File: config.mk
export PLATFORM = sky130hd
export DESIGN_NAME = round_robin_window_selector_top
export DESIGN_NICKNAME = d
export VERILOG_FILES = /design/src/hdl/rrws_pkg.sv /design/src/hdl/rrws_ctrl.sv /design/src/hdl/rrws_dp.sv /design/src/hdl/round_robin_window_selector_top.sv
export SDC_FILE = /design/constraint.sdc
export NUM_CORES = 1
export LEC_CHECK = 0
export BUFFER_PORTS_ARGS = -buffer_cell sky130_fd_sc_hd__clkbuf_2
export CAP_MARGIN = 20
export CORE_MARGIN = 1
export CORE_UTILIZATION = 59
export CTS_BUF_LIST = sky130_fd_sc_hd__clkbuf_8
export CTS_CLUSTER_SIZE = 25
export DETAILED_ROUTE_END_ITERATION = 7
export GPL_TIMING_DRIVEN = 1
export PLACE_DENSITY_LB_ADDON = 0.15
export SYNTH_ARGS = -nofsm -noshare
export SYNTH_HDL_FRONTEND = slang
export SYNTH_SLANG_ARGS = --single-unit
File: constraint.sdc
create_clock -name clock -period 7.1 [get_ports clock]
set_input_delay 1.775 -clock clock [delete_from_list [all_inputs] [get_ports clock]]
set_output_delay 1.775 -clock clock [all_outputs]
set_load 0.05 [all_outputs]
File: src/hdl/rrws_pkg.sv
package rrws_pkg;

   localparam int MAX_ENTRIES_DEFAULT = 64;
   localparam int COUNT_BITS_DEFAULT  = 8;

   localparam int FIELD_W  = 8;
   localparam int FRAC_W   = 16;
   localparam int SEL_W    = 6;
   localparam int STATUS_W = 3;
   localparam int CSR_W    = 2;

   typedef logic [SEL_W-1:0] sel_index_type;
   typedef logic [CSR_W-1:0] csr_index_type;

   localparam csr_index_type REG_ENABLE = 2'd0;
   localparam csr_index_type REG_RANDOM = 2'd1;
   localparam csr_index_type REG_ONCE   = 2'd2;

   localparam logic CMD_APPEND = 1'b0;
   localparam logic CMD_SELECT = 1'b1;

   typedef enum logic [STATUS_W-1:0] {
      ST_SELECTED = 3'd0,
      ST_IDLE     = 3'd1,
      ST_NONE     = 3'd2,
      ST_APPENDED = 3'd3,
      ST_FULL     = 3'd4
   } status_type;

   typedef enum logic [2:0] {
      S_IDLE,
      S_DECODE,
      S_BEGIN,
      S_START,
      S_READ,
      S_CHECK,
      S_EMIT
   } ctrl_state_type;

   typedef struct packed {
      logic load;
      logic append;
      logic sel_idle;
      logic sel_begin;
      logic set_start;
      logic advance;
      logic hit;
      logic miss;
      logic emit;
   } dp_cmd_type;

   typedef struct packed {
      logic is_select;
      logic enabled;
      logic empty;
      logic eligible;
      logic last;
      logic out_free;
   } dp_status_type;

endpackage

File: src/hdl/rrws_ctrl.sv
module rrws_ctrl (
   input  logic                   clock,
   input  logic                   reset,
   input  logic                   req_valid,
   output logic                   req_stall,
   input  rrws_pkg::dp_status_type stat,
   output rrws_pkg::dp_cmd_type    cmd
);

   rrws_pkg::ctrl_state_type state_ff, state_in;

   always_ff @(posedge clock) begin
      if (reset) begin
         state_ff <= rrws_pkg::S_IDLE;
      end else begin
         state_ff <= state_in;
      end
   end

   always_comb begin
      state_in  = state_ff;
      cmd       = '0;
      req_stall = 1'b1;
      unique case (state_ff)
         rrws_pkg::S_IDLE: begin
            req_stall = 1'b0;
            if (req_valid) begin
               cmd.load = 1'b1;
               state_in = rrws_pkg::S_DECODE;
            end
         end
         rrws_pkg::S_DECODE: begin
            if (!stat.is_select) begin
               cmd.append = 1'b1;
               state_in   = rrws_pkg::S_EMIT;
            end else if (!stat.enabled || stat.empty) begin
               cmd.sel_idle = 1'b1;
               state_in     = rrws_pkg::S_EMIT;
            end else begin
               cmd.sel_begin = 1'b1;
               state_in      = rrws_pkg::S_START;
            end
         end
         rrws_pkg::S_BEGIN: begin
            state_in = rrws_pkg::S_START;
         end
         rrws_pkg::S_START: begin
            cmd.set_start = 1'b1;
            state_in      = rrws_pkg::S_READ;
         end
         rrws_pkg::S_READ: begin
            state_in = rrws_pkg::S_CHECK;
         end
         rrws_pkg::S_CHECK: begin
            if (stat.eligible) begin
               cmd.hit  = 1'b1;
               state_in = rrws_pkg::S_EMIT;
            end else if (stat.last) begin
               cmd.miss = 1'b1;
               state_in = rrws_pkg::S_EMIT;
            end else begin
               cmd.advance = 1'b1;
               state_in    = rrws_pkg::S_READ;
            end
         end
         rrws_pkg::S_EMIT: begin
            if (stat.out_free) begin
               cmd.emit = 1'b1;
               state_in = rrws_pkg::S_IDLE;
            end
         end
         default: begin
            state_in = rrws_pkg::S_IDLE;
         end
      endcase
   end

endmodule

File: src/hdl/rrws_dp.sv
module rrws_dp #(
   parameter int MAX_ENTRIES = rrws_pkg::MAX_ENTRIES_DEFAULT,
   parameter int COUNT_BITS  = rrws_pkg::COUNT_BITS_DEFAULT
) (
   input  logic                          clock,
   input  logic                          reset,
   input  logic                          req_command,
   input  logic [rrws_pkg::FIELD_W-1:0]  req_entry_low,
   input  logic [rrws_pkg::FIELD_W-1:0]  req_entry_high,
   input  logic [rrws_pkg::FIELD_W-1:0]  req_player_count,
   input  logic [rrws_pkg::FRAC_W-1:0]   req_random_fraction,
   output logic                          rsp_valid,
   input  logic                          rsp_stall,
   output logic [rrws_pkg::STATUS_W-1:0] rsp_status,
   output logic [rrws_pkg::SEL_W-1:0]    rsp_selected_index,
   input  logic                          csr_write_enable,
   input  rrws_pkg::csr_index_type       csr_index,
   input  logic                          csr_write_data,
   input  rrws_pkg::dp_cmd_type          cmd,
   output rrws_pkg::dp_status_type       stat
);

   localparam int IDX_W  = (MAX_ENTRIES > 1) ? $clog2(MAX_ENTRIES) : 1;
   localparam int CNT_W  = $clog2(MAX_ENTRIES + 1);
   localparam int PROD_W = rrws_pkg::FRAC_W + CNT_W;

   logic                        enable_ff, random_ff, once_ff;
   logic                        command_ff;
   logic [COUNT_BITS-1:0]       low_item_ff, high_item_ff, cnt_item_ff;
   logic [rrws_pkg::FRAC_W-1:0] frac_ff;

   logic [COUNT_BITS-1:0]  low_mem [MAX_ENTRIES];
   logic [COUNT_BITS-1:0]  high_mem [MAX_ENTRIES];
   logic [COUNT_BITS-1:0]  low_rd_ff, high_rd_ff;

   logic [MAX_ENTRIES-1:0] visited_ff;
   logic [CNT_W-1:0]       visit_count_ff;
   logic [CNT_W-1:0]       count_ff;
   logic [CNT_W-1:0]       scan_ptr_ff;
   logic [IDX_W-1:0]       pt_ff, base_ff, k_ff;
   logic [PROD_W-1:0]      product_ff;

   rrws_pkg::status_type    res_status_ff;
   rrws_pkg::sel_index_type res_index_ff;
   logic                    rsp_valid_ff;
   rrws_pkg::status_type    rsp_status_ff;
   rrws_pkg::sel_index_type rsp_index_ff;

   logic             full, all_visited, write_entry;
   logic [IDX_W-1:0] scan_mod, start_idx, pt_next, base_b, base_c;
   logic [CNT_W-1:0] pt_inc, base_inc, b_inc;

   assign full        = (count_ff == CNT_W'(MAX_ENTRIES));
   assign all_visited = (visit_count_ff == count_ff);
   assign write_entry = cmd.append && !full;

   assign scan_mod  = (scan_ptr_ff == count_ff) ? '0 : scan_ptr_ff[IDX_W-1:0];
   assign start_idx = random_ff ? product_ff[rrws_pkg::FRAC_W +: IDX_W] : scan_mod;

   assign pt_inc   = CNT_W'(pt_ff) + 1'b1;
   assign pt_next  = (pt_inc == count_ff) ? '0 : pt_inc[IDX_W-1:0];
   assign base_inc = CNT_W'(base_ff) + 1'b1;
   assign base_b   = (base_inc == count_ff) ? '0 : base_inc[IDX_W-1:0];
   assign b_inc    = CNT_W'(base_b) + 1'b1;
   assign base_c   = (b_inc == count_ff) ? '0 : b_inc[IDX_W-1:0];

   assign stat.is_select = (command_ff == rrws_pkg::CMD_SELECT);
   assign stat.enabled   = enable_ff;
   assign stat.empty     = (count_ff == '0);
   assign stat.eligible  = (high_rd_ff != '0) && !visited_ff[pt_ff] &&
                           (low_rd_ff <= cnt_item_ff) && (high_rd_ff >= cnt_item_ff);
   assign stat.last      = (CNT_W'(k_ff) == count_ff - 1'b1);
   assign stat.out_free  = !rsp_valid_ff || !rsp_stall;

   assign rsp_valid          = rsp_valid_ff;
   assign rsp_status         = rsp_status_ff;
   assign rsp_selected_index = rsp_index_ff;

   always_ff @(posedge clock) begin
      if (reset) begin
         enable_ff <= 1'b1;
         random_ff <= 1'b0;
         once_ff   <= 1'b0;
      end else if (csr_write_enable) begin
         unique case (csr_index)
            rrws_pkg::REG_ENABLE: enable_ff <= csr_write_data;
            rrws_pkg::REG_RANDOM: random_ff <= csr_write_data;
            rrws_pkg::REG_ONCE:   once_ff   <= csr_write_data;
            default: ;
         endcase
      end
   end

   always_ff @(posedge clock) begin
      if (write_entry) begin
         low_mem[count_ff[IDX_W-1:0]]  <= low_item_ff;
         high_mem[count_ff[IDX_W-1:0]] <= high_item_ff;
      end
      low_rd_ff  <= low_mem[pt_ff];
      high_rd_ff <= high_mem[pt_ff];
   end

   always_ff @(posedge clock) begin
      if (cmd.load) begin
         command_ff   <= req_command;
         low_item_ff  <= COUNT_BITS'(req_entry_low);
         high_item_ff <= COUNT_BITS'(req_entry_high);
         cnt_item_ff  <= COUNT_BITS'(req_player_count);
         frac_ff      <= req_random_fraction;
      end
      if (cmd.sel_begin) begin
         product_ff <= PROD_W'(frac_ff) * PROD_W'(count_ff - 1'b1);
         k_ff       <= '0;
      end
      if (cmd.set_start) begin
         pt_ff   <= start_idx;
         base_ff <= start_idx;
      end
      if (cmd.advance) begin
         pt_ff <= pt_next;
         k_ff  <= k_ff + 1'b1;
      end
      if (cmd.append) begin
         res_status_ff <= full ? rrws_pkg::ST_FULL : rrws_pkg::ST_APPENDED;
         res_index_ff  <= '0;
      end
      if (cmd.sel_idle) begin
         res_status_ff <= rrws_pkg::ST_IDLE;
         res_index_ff  <= '0;
      end
      if (cmd.hit) begin
         res_status_ff <= rrws_pkg::ST_SELECTED;
         res_index_ff  <= rrws_pkg::sel_index_type'(pt_ff);
      end
      if (cmd.miss) begin
         res_status_ff <= rrws_pkg::ST_NONE;
         res_index_ff  <= '0;
      end
      if (cmd.emit) begin
         rsp_status_ff <= res_status_ff;
         rsp_index_ff  <= res_index_ff;
      end
   end

   always_ff @(posedge clock) begin
      if (reset) begin
         count_ff       <= '0;
         scan_ptr_ff    <= '0;
         visited_ff     <= '0;
         visit_count_ff <= '0;
         rsp_valid_ff   <= 1'b0;
      end else begin
         if (write_entry) begin
            count_ff <= count_ff + 1'b1;
         end
         if (cmd.sel_idle && enable_ff) begin
            scan_ptr_ff <= '0;
         end
         if (cmd.sel_begin && once_ff && all_visited) begin
            visited_ff     <= '0;
            visit_count_ff <= '0;
         end
         if (cmd.hit) begin
            scan_ptr_ff <= CNT_W'(pt_ff) + 1'b1;
            if (once_ff) begin
               visited_ff[pt_ff] <= 1'b1;
               visit_count_ff    <= visit_count_ff + 1'b1;
            end
         end
         if (cmd.miss) begin
            // A random start is drawn again for the second pass, so it steps only once.
            scan_ptr_ff <= CNT_W'(random_ff ? base_b : base_c) + 1'b1;
         end
         if (cmd.emit) begin
            rsp_valid_ff <= 1'b1;
         end else if (!rsp_stall) begin
            rsp_valid_ff <= 1'b0;
         end
      end
   end

   a_visit_count_bound: assert property (@(posedge clock) disable iff (reset)
      visit_count_ff <= count_ff)
      else $error("visited count exceeds entry count");

   a_scan_ptr_bound: assert property (@(posedge clock) disable iff (reset)
      scan_ptr_ff <= count_ff)
      else $error("scan pointer beyond entry count");

   a_index_zero: assert property (@(posedge clock) disable iff (reset)
      rsp_valid_ff && (rsp_status_ff != rrws_pkg::ST_SELECTED) |-> rsp_index_ff == '0)
      else $error("nonzero index on a result without selection");

   a_hit_in_table: assert property (@(posedge clock) disable iff (reset)
      cmd.hit |-> CNT_W'(pt_ff) < count_ff)
      else $error("selected entry outside the table");

endmodule

File: src/hdl/round_robin_window_selector_top.sv
// Append and disabled or empty selects: a word is registered on acceptance, its result is
// set in the decode state and registered at the output from the emit state once it is free.
// Select: after decode and a start state, each entry examined (one up to the entry count)
// takes a table read state and a compare state before the result goes to the emit state.
// One word is in work at a time; a new word is taken while the last result waits.
// Synchronous reset empties the table, clears all visited marks and the scan pointer,
// and sets enable to 1 with random and once modes off.
module round_robin_window_selector_top #(
   parameter int MAX_ENTRIES = rrws_pkg::MAX_ENTRIES_DEFAULT,
   parameter int COUNT_BITS  = rrws_pkg::COUNT_BITS_DEFAULT
) (
   input  logic                          clock,
   input  logic                          reset,
   input  logic                          req_valid,
   output logic                          req_stall,
   input  logic                          req_command,
   input  logic [rrws_pkg::FIELD_W-1:0]  req_entry_low,
   input  logic [rrws_pkg::FIELD_W-1:0]  req_entry_high,
   input  logic [rrws_pkg::FIELD_W-1:0]  req_player_count,
   input  logic [rrws_pkg::FRAC_W-1:0]   req_random_fraction,
   output logic                          rsp_valid,
   input  logic                          rsp_stall,
   output logic [rrws_pkg::STATUS_W-1:0] rsp_status,
   output logic [rrws_pkg::SEL_W-1:0]    rsp_selected_index,
   input  logic                          csr_write_enable,
   input  logic [rrws_pkg::CSR_W-1:0]    csr_index,
   input  logic                          csr_write_data
);

   rrws_pkg::dp_cmd_type    cmd;
   rrws_pkg::dp_status_type stat;

   rrws_ctrl u_ctrl (
      .clock     (clock),
      .reset     (reset),
      .req_valid (req_valid),
      .req_stall (req_stall),
      .stat      (stat),
      .cmd       (cmd)
   );

   rrws_dp #(
      .MAX_ENTRIES (MAX_ENTRIES),
      .COUNT_BITS  (COUNT_BITS)
   ) u_dp (
      .clock               (clock),
      .reset               (reset),
      .req_command         (req_command),
      .req_entry_low       (req_entry_low),
      .req_entry_high      (req_entry_high),
      .req_player_count    (req_player_count),
      .req_random_fraction (req_random_fraction),
      .rsp_valid           (rsp_valid),
      .rsp_stall           (rsp_stall),
      .rsp_status          (rsp_status),
      .rsp_selected_index  (rsp_selected_index),
      .csr_write_enable    (csr_write_enable),
      .csr_index           (csr_index),
      .csr_write_data      (csr_write_data),
      .cmd                 (cmd),
      .stat                (stat)
   );

endmodule

==> results.md <==
| Metric | This run |
|:---|:---|
| Result of the run | complete, no violations |
| Busiest grt layer | met2 |
| Met1 track utilization from global routing | 44.0% |
| Top cell by count, worst path | sky130_fd_sc_hd__fa_1 |
| Post-route clock period utilization | 95.1% |
| Sequential Area | 0.0353 sq mm |
| Total clock sinks | 1215 |
| Proportion of layout cells with a drive suffix above 1 | 13.4% |
| Largest delay contributor family on the critical path | adder cells |
| Number of iterations in the first detailed-routing pass | 8 |
| Placement Rows | 107 |
| Filler-free cell count of the finished design | 4864 |
| Reg-to-reg critical path startpoint | u_dp.count_ff[2]$_SDFFE_PP0P_ |
| Multi-input gate area | 0.0143 sq mm |
| CTS Buf Count | 184 |
| Standard cell core area | 0.0854 sq mm |
| Syn Area/Cell | 15.1 sq um |
| Number of buffers on the longest clock path | 3 |
| Required time at the endpoint of the critical path | 7660 ps |
| Vias after detailed routing | 31457 |
| Number of pins with negative max-slew slack in the final report | 0 |
| Initial core utilization | 59.7% |
| Number of distinct library cells after synthesis | 74 |
| Register bit count reported by yosys | 1215 |
| IO Port Bufs | 59 |
| Buffers and inverters on the worst path | 6 |
| Sequential element share of the synthesized area | 69.3% |
| Number of placed I/O pins | 60 |
| Latest clock arrival within the worst-skew pair | 880 ps |
| Class of the most critical setup path | register to register |
| Critical Path Sink Type | register |
| Number of maximum-capacitance constraint violations | 0 |
| Hold buffer count at cts | 0 |
| Warning count from the yosys run | 0 |
| Global-route wire length before repair | 200 mm |
| EDFF count, synth | 1098 |
| Minimum setup slack after placement | 11.6 ps |
| Placed cells | 4527 |
| Met2 demand-to-capacity share in global routing | 50.0% |
| Count of fill cells added during filler insertion | 6046 |
| Worst slew margin | 23.7% |
| # H-tree levels | 4 |
| Die Y-Extent | 296 um |
| Total half-perimeter wirelength after legalization and detailed placement | 77.4 mm |
| Post-synth ARST share | 0% |
| FMAX | 0.148 GHz |
| Leftover overflow at the end of global routing | 0 |
| Clock transition at the registers of the reported paths | 60 ps |
| Detailed router's first-iteration violation count | 3824 |
| Remaining routing DRC violations | 0 |
| Number of antenna violations at the first check in global routing | 4 |
| Post-Syn Area | 0.0510 sq mm |
| Layout overhead on the synthesized area | 11.2% |
| Flip-flop cell with the highest count after synthesis | sky130_fd_sc_hd__edfxtp_1 |
| Number of cells produced by synthesis | 3382 |
| Start point of the worst min-delay path | u_dp.res_index_ff[4]$_SDFFE_PP0P_ |
| Kind of start point of the critical path | register |
| Aggregate routed wire length | 137 mm |
| Routability-driven placement congestion ratio | 0.896 |
| Total routing resource utilization after global routing | 31.5% |
| Time the final worst path needs with I/O delays and setup | 6750 ps |
| Classification of the worst-slack hold path | register to register |
| Highest net fanout along the worst path | 5 |
| Worst EP arrival | 7310 ps |
| Transition time at the pin with the least slew margin | 1140 ps |
| CTS tree | done |
| CTS Root Buffer Type | sky130_fd_sc_hd__clkbuf_8 |
| Slowest CP cell | sky130_fd_sc_hd__fa_1 |
| Via/cell ratio | 6.47 |
| CP startpoint | u_dp.count_ff[2]$_SDFFE_PP0P_ |
| Worst clock skew | 59.1 ps |
| Layout net count | 3829 |
| Area of the die | 0.0876 sq mm |
| Final-report setup violation count | 0 |
| Final worst hold slack | 441 ps |
| Net count after synthesis | 3638 |
| Number of global-route vias before repair | 31159 |
| Maximum number of pins on one net before global-route repair | 130 |
| Routed wirelength normalized by instance count | 28.1 um |
| Met3 Use GR | 5.71% |
| Biggest cell delay along the critical path | 580 ps |
| Final ANT Viol Nets | 0 |
| Width of the die | 296 um |
| Final Hold Viols | 0 |
| Final setup margin | 350 ps |
-- layout by cell type (no fill, tap or decap), types with 51 or more instances in the layout --
cell,count
sky130_fd_sc_hd__a22o_1,76
sky130_fd_sc_hd__a31oi_1,51
sky130_fd_sc_hd__nand3_1,51
sky130_fd_sc_hd__clkbuf_8,191
sky130_fd_sc_hd__clkbuf_2,58
sky130_fd_sc_hd__a221oi_1,70
sky130_fd_sc_hd__a21oi_1,91
sky130_fd_sc_hd__xnor2_1,55
sky130_fd_sc_hd__buf_4,140
sky130_fd_sc_hd__and2_1,51
sky130_fd_sc_hd__dfxtp_1,114
sky130_fd_sc_hd__a22oi_1,446
sky130_fd_sc_hd__edfxtp_1,1098
sky130_fd_sc_hd__nand2_1,123
sky130_fd_sc_hd__inv_1,240
sky130_fd_sc_hd__nor2_1,174
sky130_fd_sc_hd__ha_1,76
sky130_fd_sc_hd__fa_1,129
sky130_fd_sc_hd__nand4_1,71
-- worst register-to-register path: stages (launching register included) --
cell and delay (ps):
sky130_fd_sc_hd__dfxtp_2 370, sky130_fd_sc_hd__nor3_2 240, sky130_fd_sc_hd__nor3b_4 270, sky130_fd_sc_hd__xnor2_2 180, sky130_fd_sc_hd__nand2_1 120, sky130_fd_sc_hd__fa_1 580, sky130_fd_sc_hd__inv_1 70, sky130_fd_sc_hd__fa_1 500
sky130_fd_sc_hd__inv_1 60, sky130_fd_sc_hd__fa_1 540, sky130_fd_sc_hd__inv_1 60, sky130_fd_sc_hd__fa_1 530, sky130_fd_sc_hd__fa_1 550, sky130_fd_sc_hd__inv_1 60, sky130_fd_sc_hd__fa_1 480, sky130_fd_sc_hd__inv_1 50
sky130_fd_sc_hd__ha_1 280, sky130_fd_sc_hd__a21o_1 190, sky130_fd_sc_hd__a21oi_2 140, sky130_fd_sc_hd__nor3b_4 200, sky130_fd_sc_hd__o211ai_1 150, sky130_fd_sc_hd__a31oi_1 180, sky130_fd_sc_hd__buf_4 160, sky130_fd_sc_hd__o21ai_1 80
sky130_fd_sc_hd__o21ai_1 130, sky130_fd_sc_hd__nand2b_1 100, sky130_fd_sc_hd__a21oi_2 160, sky130_fd_sc_hd__xnor2_1 70
-- registers in the layout (all words and copies together) (netlist names), 8 cells and up --
register,cells
u_dp.high_mem,512
u_dp.low_mem,512
u_dp.visited_ff,64
u_dp.frac_ff,16
u_dp.cnt_item_ff,8
u_dp.high_item_ff,8
u_dp.high_rd_ff,8
u_dp.low_item_ff,8
u_dp.low_rd_ff,8
-- what timing repair did --
action,in CTS,in global routing
hold endpoints to repair,0,0
setup buffers,0,4
setup endpoints to repair,1,3
gates resized for setup,1,19
pin swaps,0,12
-- cells in the mapped netlist, types with 56 or more instances --
cell type	number	share of area [%]
sky130_fd_sc_hd__clkbuf_1	164	1.2
sky130_fd_sc_hd__a22o_1	76	1.3
sky130_fd_sc_hd__dfxtp_1	117	4.6
sky130_fd_sc_hd__inv_1	173	1.3
sky130_fd_sc_hd__nand2_1	125	0.92
sky130_fd_sc_hd__a22oi_1	446	6.6
sky130_fd_sc_hd__fa_1	130	5.1
sky130_fd_sc_hd__xnor2_1	56	0.96
sky130_fd_sc_hd__edfxtp_1	1098	65
sky130_fd_sc_hd__a221oi_1	70	1.2
sky130_fd_sc_hd__ha_1	77	1.9
sky130_fd_sc_hd__a21oi_1	93	0.91
sky130_fd_sc_hd__nand4_1	71	0.87
sky130_fd_sc_hd__nor2_1	176	1.3
-- cell type report --
cell class,instances,area share (%)
clock inverters,141,1.35
flip-flops and latches,1215,62.3
repair buffers,209,2.73
inverters,177,1.17
clock buffers,191,4.64
diodes,1,0.00441
well taps,1144,2.52
multi-input cells,1786,25.3
-- path summary, 6_finish.rpt --
path	to	slack, ps	depth (start not counted)
max reg2reg	u_dp.product_ff[21]$_DFFE_PP_	350	27
min reg2reg	u_dp.rsp_selected_index[4]$_DFFE_PP_	440	0
min	u_dp.rsp_selected_index[4]$_DFFE_PP_	440	0
max	u_dp.product_ff[21]$_DFFE_PP_	350	27
-- per-layer routing --
metal	up-vias	part of all wire (%)
met5	-	0
met4	0	3.2
met3	252	9.6
met2	1770	47
met1	15883	40
li1	13552	-
-- per-stage QoR --
stage | util, % | setup TNS, ps | area, sq um
floorplan | - | 0 | 51000
global placement | 62.3 | 0 | 53200
detailed placement | 62.3 | 0 | 53200
CTS | 66.3 | 0 | 56600
global route | 66.4 | -17.1 | 56700
finish | 66.4 | 0 | 56700
-- cells by family after synthesis --
family,share of synthesized area (%)
flops,69.3
compound gates,12.1
simple gates,6.16
buf+inv,2.87
fa+ha+maj,7.09
xor+xnor,1.58
mux,0.901
Power is left out: the tool's default activity adds up to more than one toggle a clock period on the data nets, which glitch-free logic cannot reach.
